<file path="src/hdl/mbps_pkg.sv">
package mbps_pkg;

	localparam int MAX_PATTERN_BYTES = 24;
	localparam int ADDRESS_BITS      = 32;
	localparam int LEN_W             = 5;
	localparam int COUNT_W           = 32;
	localparam int OUT_ADDR_W        = 32;
	localparam int CFG_DATA_W        = 64;
	localparam int CFG_INDEX_W       = 3;
	localparam int OUTQ_DEPTH        = 4;
	localparam int OUTQ_PTR_W        = 2;
	localparam int OUTQ_CNT_W        = 3;

	// Configuration register indexes
	typedef enum logic [CFG_INDEX_W-1:0] {
		REG_PATTERN_LOW  = 3'd0,
		REG_PATTERN_MID  = 3'd1,
		REG_PATTERN_HIGH = 3'd2,
		REG_CARE_MASK    = 3'd3,
		REG_PATTERN_LEN  = 3'd4,
		REG_REPORT_ALL   = 3'd5,
		REG_BASE_ADDRESS = 3'd6
	} cfg_reg_t;

	typedef struct packed {
		logic [7:0] data_byte;
		logic       last_byte;
	} in_item_t;

	typedef struct packed {
		logic [OUT_ADDR_W-1:0] match_address;
		logic                  found;
		logic [COUNT_W-1:0]    match_count;
		logic                  is_summary;
	} out_item_t;

	typedef struct packed {
		logic [8*MAX_PATTERN_BYTES-1:0] pattern;
		logic [MAX_PATTERN_BYTES-1:0]   care_mask;
		logic [LEN_W-1:0]               pattern_length;
		logic                           report_all;
		logic [ADDRESS_BITS-1:0]        base_address;
	} cfg_t;

	// Up to two results pushed into the output queue per processed byte
	typedef struct packed {
		logic      a_valid;
		out_item_t a;
		logic      b_valid;
		out_item_t b;
	} outq_push_t;

	// Clamp the configured length into 1..MAX_PATTERN_BYTES
	function automatic logic [LEN_W-1:0] used_length(input logic [LEN_W-1:0] len);
		logic [LEN_W-1:0] res;
		res = len;
		if (len == '0)
			res = LEN_W'(1);
		else if (len > LEN_W'(MAX_PATTERN_BYTES))
			res = LEN_W'(MAX_PATTERN_BYTES);
		return res;
	endfunction

endpackage

</file>
<file path="src/hdl/masked_byte_pattern_scanner_unit.sv">
// Channel | Direction | Handshake           | Payload
// in      | in        | in_valid / in_stall   | in_data  (data_byte, last_byte)
// out     | out       | out_valid / out_stall | out_data (match_address, found,
//         |           |                       |           match_count, is_summary)
// cfg     | in        | cfg_write_en          | cfg_index, cfg_data
//
// One byte per cycle while the queue has room: a byte is held in the input
// register, where the window compare and the run counters update, then its
// results enter a four-entry output queue. A byte may yield two results
// (match and summary), drained one per cycle. arst_n resets the config, input
// valid, run state and queue. in_stall rises when the input register is held
// because the queue lacks room for two results; out_stall holds the queue head.
module masked_byte_pattern_scanner_unit (
	input  logic                             clk,
	input  logic                             arst_n,
	input  logic                             in_valid,
	output logic                             in_stall,
	input  mbps_pkg::in_item_t               in_data,
	output logic                             out_valid,
	input  logic                             out_stall,
	output mbps_pkg::out_item_t              out_data,
	input  logic                             cfg_write_en,
	input  logic [mbps_pkg::CFG_INDEX_W-1:0] cfg_index,
	input  logic [mbps_pkg::CFG_DATA_W-1:0]  cfg_data
);
	import mbps_pkg::*;

	cfg_t                    cfg;
	in_item_t                item_s1;
	logic                    valid_s1;
	logic                    room;
	logic                    process;
	logic                    accept;
	logic                    hit;
	logic                    match;
	logic [LEN_W-1:0]        len;
	logic [COUNT_W-1:0]      bytes_seen_q;
	logic [COUNT_W-1:0]      bytes_seen_next;
	logic [COUNT_W-1:0]      total_q;
	logic [COUNT_W-1:0]      total_next;
	logic [ADDRESS_BITS-1:0] first_addr_q;
	logic [ADDRESS_BITS-1:0] first_addr_next;
	logic                    have_q;
	logic                    have_next;
	logic [COUNT_W-1:0]      start;
	logic [ADDRESS_BITS-1:0] addr;
	outq_push_t              push;
	logic                    pop;

	mbps_cfg u_cfg (
		.clk          (clk),
		.arst_n       (arst_n),
		.cfg_write_en (cfg_write_en),
		.cfg_index    (cfg_index),
		.cfg_data     (cfg_data),
		.cfg          (cfg)
	);

	// Hold the input register until the queue has room
	assign process  = valid_s1 && room;
	assign in_stall = valid_s1 && !room;
	assign accept   = in_valid && !in_stall;

	always_ff @(posedge clk or negedge arst_n) begin
		if (!arst_n)
			valid_s1 <= 1'b0;
		else if (accept)
			valid_s1 <= 1'b1;
		else if (process)
			valid_s1 <= 1'b0;
	end

	always_ff @(posedge clk) begin
		if (accept)
			item_s1 <= in_data;
	end

	mbps_window u_window (
		.clk       (clk),
		.arst_n    (arst_n),
		.shift     (process),
		.clear     (item_s1.last_byte),
		.data_byte (item_s1.data_byte),
		.cfg       (cfg),
		.hit       (hit)
	);

	// Update run counters for the byte in the input register
	assign len             = used_length(cfg.pattern_length);
	assign bytes_seen_next = (bytes_seen_q == '1) ? bytes_seen_q : bytes_seen_q + COUNT_W'(1);
	assign match           = hit && (bytes_seen_next >= COUNT_W'(len));
	assign start           = bytes_seen_next - COUNT_W'(len);
	assign addr            = cfg.base_address + ADDRESS_BITS'(start);
	assign total_next      = (match && (total_q != '1)) ? total_q + COUNT_W'(1) : total_q;
	assign have_next       = have_q || match;
	assign first_addr_next = (match && !have_q) ? addr : first_addr_q;

	always_ff @(posedge clk or negedge arst_n) begin
		if (!arst_n) begin
			bytes_seen_q <= '0;
			total_q      <= '0;
			have_q       <= 1'b0;
			first_addr_q <= '0;
		end else if (process) begin
			if (item_s1.last_byte) begin
				bytes_seen_q <= '0;
				total_q      <= '0;
				have_q       <= 1'b0;
				first_addr_q <= '0;
			end else begin
				bytes_seen_q <= bytes_seen_next;
				total_q      <= total_next;
				have_q       <= have_next;
				first_addr_q <= first_addr_next;
			end
		end
	end

	// Build the match report and the end-of-run summary
	always_comb begin
		push.a_valid         = process && match && cfg.report_all;
		push.a.match_address = OUT_ADDR_W'(addr);
		push.a.found         = 1'b1;
		push.a.match_count   = total_next;
		push.a.is_summary    = 1'b0;
		push.b_valid         = process && item_s1.last_byte;
		push.b.match_address = have_next ? OUT_ADDR_W'(first_addr_next) : '0;
		push.b.found         = have_next;
		push.b.match_count   = total_next;
		push.b.is_summary    = 1'b1;
	end

	assign pop = out_valid && !out_stall;

	mbps_outq u_outq (
		.clk        (clk),
		.arst_n     (arst_n),
		.push       (push),
		.pop        (pop),
		.room       (room),
		.head_valid (out_valid),
		.head       (out_data)
	);

endmodule

</file>
<file path="src/hdl/mbps_cfg.sv">
module mbps_cfg (
	input  logic                             clk,
	input  logic                             arst_n,
	input  logic                             cfg_write_en,
	input  logic [mbps_pkg::CFG_INDEX_W-1:0] cfg_index,
	input  logic [mbps_pkg::CFG_DATA_W-1:0]  cfg_data,
	output mbps_pkg::cfg_t                   cfg
);
	import mbps_pkg::*;

	cfg_t cfg_q;

	// Write one register per enabled cycle; unknown indexes are dropped
	always_ff @(posedge clk or negedge arst_n) begin
		if (!arst_n) begin
			cfg_q.pattern        <= '0;
			cfg_q.care_mask      <= '1;
			cfg_q.pattern_length <= LEN_W'(1);
			cfg_q.report_all     <= 1'b0;
			cfg_q.base_address   <= '0;
		end else if (cfg_write_en) begin
			unique case (cfg_reg_t'(cfg_index))
				REG_PATTERN_LOW:  cfg_q.pattern[63:0]    <= cfg_data;
				REG_PATTERN_MID:  cfg_q.pattern[127:64]  <= cfg_data;
				REG_PATTERN_HIGH: cfg_q.pattern[191:128] <= cfg_data;
				REG_CARE_MASK:    cfg_q.care_mask <= cfg_data[MAX_PATTERN_BYTES-1:0];
				REG_PATTERN_LEN:  cfg_q.pattern_length <= cfg_data[LEN_W-1:0];
				REG_REPORT_ALL:   cfg_q.report_all <= cfg_data[0];
				REG_BASE_ADDRESS: cfg_q.base_address <= cfg_data[ADDRESS_BITS-1:0];
				default: ;
			endcase
		end
	end

	assign cfg = cfg_q;

endmodule

</file>
<file path="src/hdl/mbps_window.sv">
module mbps_window (
	input  logic           clk,
	input  logic           arst_n,
	input  logic           shift,
	input  logic           clear,
	input  logic [7:0]     data_byte,
	input  mbps_pkg::cfg_t cfg,
	output logic           hit
);
	import mbps_pkg::*;

	logic [7:0]       window_q [MAX_PATTERN_BYTES];
	logic [7:0]       win_next [MAX_PATTERN_BYTES];
	logic [LEN_W-1:0] len;
	logic [LEN_W-1:0] pos [MAX_PATTERN_BYTES];

	// Window as it stands once the new byte is in, newest at entry 0
	always_comb begin
		win_next[0] = data_byte;
		for (int k = 1; k < MAX_PATTERN_BYTES; k++)
			win_next[k] = window_q[k-1];
	end

	// Compare each cared pattern byte with its aligned window byte
	assign len = used_length(cfg.pattern_length);

	always_comb begin
		hit = 1'b1;
		for (int i = 0; i < MAX_PATTERN_BYTES; i++) begin
			pos[i] = len - LEN_W'(1) - LEN_W'(i);
			if ((LEN_W'(i) < len) && cfg.care_mask[i]) begin
				if (win_next[pos[i]] != cfg.pattern[8*i +: 8])
					hit = 1'b0;
			end
		end
	end

	// Advance the window per processed byte; drop it at end of run
	always_ff @(posedge clk or negedge arst_n) begin
		if (!arst_n) begin
			for (int k = 0; k < MAX_PATTERN_BYTES; k++)
				window_q[k] <= '0;
		end else if (shift) begin
			for (int k = 0; k < MAX_PATTERN_BYTES; k++)
				window_q[k] <= clear ? 8'd0 : win_next[k];
		end
	end

endmodule

</file>
<file path="src/hdl/mbps_outq.sv">
module mbps_outq (
	input  logic                  clk,
	input  logic                  arst_n,
	input  mbps_pkg::outq_push_t  push,
	input  logic                  pop,
	output logic                  room,
	output logic                  head_valid,
	output mbps_pkg::out_item_t   head
);
	import mbps_pkg::*;

	out_item_t              q_mem [OUTQ_DEPTH];
	logic [OUTQ_PTR_W-1:0]  wr_ptr_q;
	logic [OUTQ_PTR_W-1:0]  rd_ptr_q;
	logic [OUTQ_CNT_W-1:0]  count_q;
	logic [OUTQ_PTR_W-1:0]  b_ptr;
	logic [OUTQ_CNT_W-1:0]  n_push;

	assign b_ptr  = wr_ptr_q + OUTQ_PTR_W'(push.a_valid);
	assign n_push = OUTQ_CNT_W'(push.a_valid) + OUTQ_CNT_W'(push.b_valid);

	// Store the pushed results in order
	always_ff @(posedge clk) begin
		if (push.a_valid)
			q_mem[wr_ptr_q] <= push.a;
		if (push.b_valid)
			q_mem[b_ptr] <= push.b;
	end

	// Track pointers and fill level
	always_ff @(posedge clk or negedge arst_n) begin
		if (!arst_n) begin
			wr_ptr_q <= '0;
			rd_ptr_q <= '0;
			count_q  <= '0;
		end else begin
			wr_ptr_q <= wr_ptr_q + OUTQ_PTR_W'(n_push);
			rd_ptr_q <= rd_ptr_q + OUTQ_PTR_W'(pop);
			count_q  <= count_q + n_push - OUTQ_CNT_W'(pop);
		end
	end

	// Room for a worst-case pair of results
	assign room       = count_q <= OUTQ_CNT_W'(OUTQ_DEPTH - 2);
	assign head_valid = count_q != '0;
	assign head       = q_mem[rd_ptr_q];

endmodule

</file>
<file path="config.mk">
export PLATFORM = sky130hd
export DESIGN_NAME = masked_byte_pattern_scanner_unit
export DESIGN_NICKNAME = d
export VERILOG_FILES = /design/src/hdl/mbps_pkg.sv /design/src/hdl/masked_byte_pattern_scanner_unit.sv /design/src/hdl/mbps_cfg.sv /design/src/hdl/mbps_window.sv /design/src/hdl/mbps_outq.sv
export SDC_FILE = /design/constraint.sdc
export NUM_CORES = 2
export LEC_CHECK = 0
export ABC_AREA = 1
export BUFFER_PORTS_ARGS = -buffer_cell sky130_fd_sc_hd__buf_2
export CAP_MARGIN = 10
export CORE_ASPECT_RATIO = 1.75
export CORE_MARGIN = 1
export CORE_UTILIZATION = 55
export CTS_BUF_LIST = sky130_fd_sc_hd__clkbuf_4 sky130_fd_sc_hd__clkbuf_8
export DETAILED_ROUTE_END_ITERATION = 8
export PLACE_DENSITY = 0.72
export SYNTH_ARGS = -nofsm -noshare
export SYNTH_HDL_FRONTEND = slang
export SYNTH_SLANG_ARGS = --single-unit
</file>
<file path="constraint.sdc">
create_clock -name clk -period 8.6 [get_ports clk]
set_clock_uncertainty 0.15 [all_clocks]
set_input_delay 0.43 -clock clk [delete_from_list [all_inputs] [get_ports clk]]
set_output_delay 0.43 -clock clk [all_outputs]
set_load 0.02 [all_outputs]
</file>
==> impl_metrics.yaml <==
outcome:
  status: "complete, no violations"
floorplan:
  dieWidth_um: 238
  initial_core_util_pct: 55.5
  core-area_mm2: 0.0967
  die_h_um: 415
  die-area_mm2: 0.0990
  rows: 151
  io_pins: 149
grt:
  grt_antenna_before_repair: 17
  first_global_vias: 53093
  track_usage_pct: 49.0
  gr-total-overflow: 0
  grt_max_degree: 203
  grt_pass1_wl_mm: 351
clock_tree:
  clockBufferDepth: 3
  cts_buffers: 116
  htree_levels: 3
  clock_sinks: 816
  clock_latency_ps: 950
  clk_pin_slew_worst_paths_ps: 70
  cts_tree: "built"
  cts_root_buffer: "clkbuf_8"
synth:
  yosysMostFrequentCell: "nand2_1"
  netlist.top_cell.by_area: "dfrtp_1"
  synth_top_area_share_pct: 24.1
  netlist_instances: 7720
  ys_types: 57
  ys_seq_area_share_pct: 40.5
  syn_area_mm2: 0.0537
  synth_nets: 7886
  synthTopCellsByCount: "2538 x nand2_1, 1060 x nand3_1, 751 x inv_1"
  synth-seq-cells: 816
  synth_edf_count: 269
  synth.avg_cell_area_um2: 6.96
  synth-main-ff-cell: "dfrtp_1"
  async_reset_ff_share_pct: 66.5
  ys_warn_count: 0
  synthTopCellsByArea: "dfrtp_1 24%, nand2_1 18%, edfxtp_1 15%"
timing:
  setup_slack_ps: 751
  finalHoldViolCount: 0
  fin_crit_sh_pct: 91.3
  setup_violations: 0
  worstMarginPinSlew_ps: 1440
  fin_tns_setup_ps: 0
  fmax_mhz: 127
  slew_headroom_pct: 3.03
  rsz0062_at_grt: "false"
  layout_min_cycle_time_ps: 7850
  maxSlewViolCount: 0
worst_hold_path:
  hp-class: "input port to register"
routing:
  top_layer: "met5"
  wl_mm: 241
  firstDrtPassIters: 7
  wl_met2_mm: 110
  via_per_inst: 6.17
  met3WireLength_mm: 22.7
  wl_met1_mm: 73.6
  drc: 0
  routed-via-count: 56507
  drtIter0Drc: 6440
  drtAntennaViolNets: 0
  wl_per_cell_um: 26.3
finish:
  final_nets: 7911
  register_area_mm2: 0.0218
  multi_input_area_mm2: 0.0272
  fin_area_mm2: 0.0589
  drive_gt1_share_pct: 7.69
  area_growth_pct: 9.55
  nFillCells: 9068
pwr:
  totalPowerFinal_mw: 20.5
  vdd_ir_drop_max_v: 0.000372
  switching_share_pct: 53.4
  p_int_mw: 9.57
  p_comb_share_pct: 57.4
  power.leakage_nw: 27.4
  switchingPower_mw: 11.0
  pwr-share-seq_pct: 24.9
  cellPowerDensity_mw_per_mm2: 349
  clockPowerShare_pct: 17.7
job:
  maxCapViolCount: 0
placement:
  dpl_worst_slack_ps: 648
  dpl.hpwl_mm: 173
  placed_area_mm2: 0.0552
  port_buffers: 148
  gp_congestion: 1.11
setup_path:
  cp_max_fo: 70
  cp-end-kind: "register"
  critPathLaunchType: "register"
  critPathKind: "register to register"
  required_ps: 8990
  crit_arrival_ps: 8240
## worst paths after layout
kind / startpoint / to / slack, ps / cells past startpoint
min reg2reg: u_outq.q_mem[2][0] / u_outq.q_mem[2][0] / 300 / 2
min: in_data[3] / item_s1[3] / 60 / 2
max reg2reg: u_cfg.cfg[36] / u_outq.q_mem[2][53] / 750 / 25
max: u_cfg.cfg[36] / u_outq.q_mem[2][53] / 750 / 25
max in group asynchronous: arst_n / u_cfg.cfg[65] / 5740 / 5
min in group asynchronous: arst_n / u_window.win_next[98] / 510 / 3
## power groups by stage
stage | clock, mW | sequential [mW] | combinational [mW]
2_1_floorplan | 0 | 4.90 | 7.56
3_3_place_gp | 0 | 5.14 | 11.0
3_5_place_dp | 0 | 5.15 | 11.1
4_1_cts | 3.62 | 5.08 | 11.2
5_1_grt | 3.77 | 5.15 | 12.6
6_report | 3.63 | 5.11 | 11.8
## critical path, cell delays in order (launching register included)
cell and delay [ps]:
dfrtp_1 600, nand2_2 210, nand2_4 160, buf_4 530
nand3_4 220, nand2_4 290, buf_4 680, o21ai_4 170
xor2_2 690, nand3_1 180, nand3_1 140, nand2_1 60
nor2_1 130, nand2_1 70, nor2_1 840, nor2_1 130
nor2_1 180, nand3_2 130, nor2_4 260, nand3_2 160
inv_2 170, nand2_2 90, nand2_2 200, nand2_4 300
nand2_2 180, buf_12 370
## stage by stage
step           util (%)  cells  hold WS, ps
6_report           60.8   9162         63.1
2_1_floorplan         -   7720        -15.6
3_5_place_dp       57.0   8832          285
4_1_cts            60.7   9131         1.25
3_3_place_gp       57.0   8832          284
5_1_grt            60.8   9156         69.2
## routing by layer
| layer | GRT usage [%] | vias up |
|---|---|---|
| met4 | 55.4 | 6 |
| met5 | 0 | - |
| met3 | 15.7 | 1172 |
| met2 | 77.7 | 3284 |
| li1 | - | 25603 |
| met1 | 47.4 | 26442 |
## cells in the final DEF, fill, tap and decap left out, drive strengths merged, types with 39 or more instances in the layout
cell type,synthesis,layout
clkinv,2,39
edfxtp,269,269
nor3,46,46
xor2,111,111
nand3,1065,1065
ha,79,79
a21oi,177,177
o21ai,783,783
dfrtp,518,518
inv,768,767
buf,180,263
clkbuf,264,173
dlygate4sd3,0,80
o22ai,316,316
nand2,2552,2552
nand3b,69,69
nor2,351,351
## flip-flops by register name, summed over array words and instances (netlist names)
name,flops
have_q,1
total_q,32
valid_s1,1
u_outq.rd_ptr_q,2
u_outq.q_mem,264
u_cfg.cfg,254
item_s1,9
u_outq.count_q,3
first_addr_q,32
u_window.win_next,184
bytes_seen_q,32
u_outq.wr_ptr_q,2
## what timing repair did
| action | in CTS | in global routing |
|---|---|---|
| setup endpoints to repair | 0 | 19 |
| resized for setup | 0 | 1 |
| setup buffers | 0 | 0 |
| hold endpoints to repair | 350 | 0 |
| hold buffers | 81 | 0 |
## cell families after synthesis
| logic type | count (synthesis) | share of synthesized area (%) |
|---|---|---|
| AO/OA/AOI/OAI | 1328 | 13.4 |
| XOR/XNOR | 127 | 2.26 |
| adder cells (fa/ha/maj) | 85 | 2.06 |
| buffers and inverters | 1214 | 9.04 |
| flip-flops | 816 | 40.5 |
| multiplexers | 1 | 0.0186 |
| AND/OR/NAND/NOR | 4149 | 32.7 |
## cell type report
cell class | instances | share of cell area (%)
clock inverter | 53 | 1.02
multi-input combinational | 5690 | 46.2
sequential | 816 | 37.0
timing repair buffer | 351 | 4.40
inverter | 770 | 4.93
tap | 1300 | 2.76
clock buffer | 165 | 3.58
antenna | 17 | 0.0723
Power figures use the tool's default switching activity.
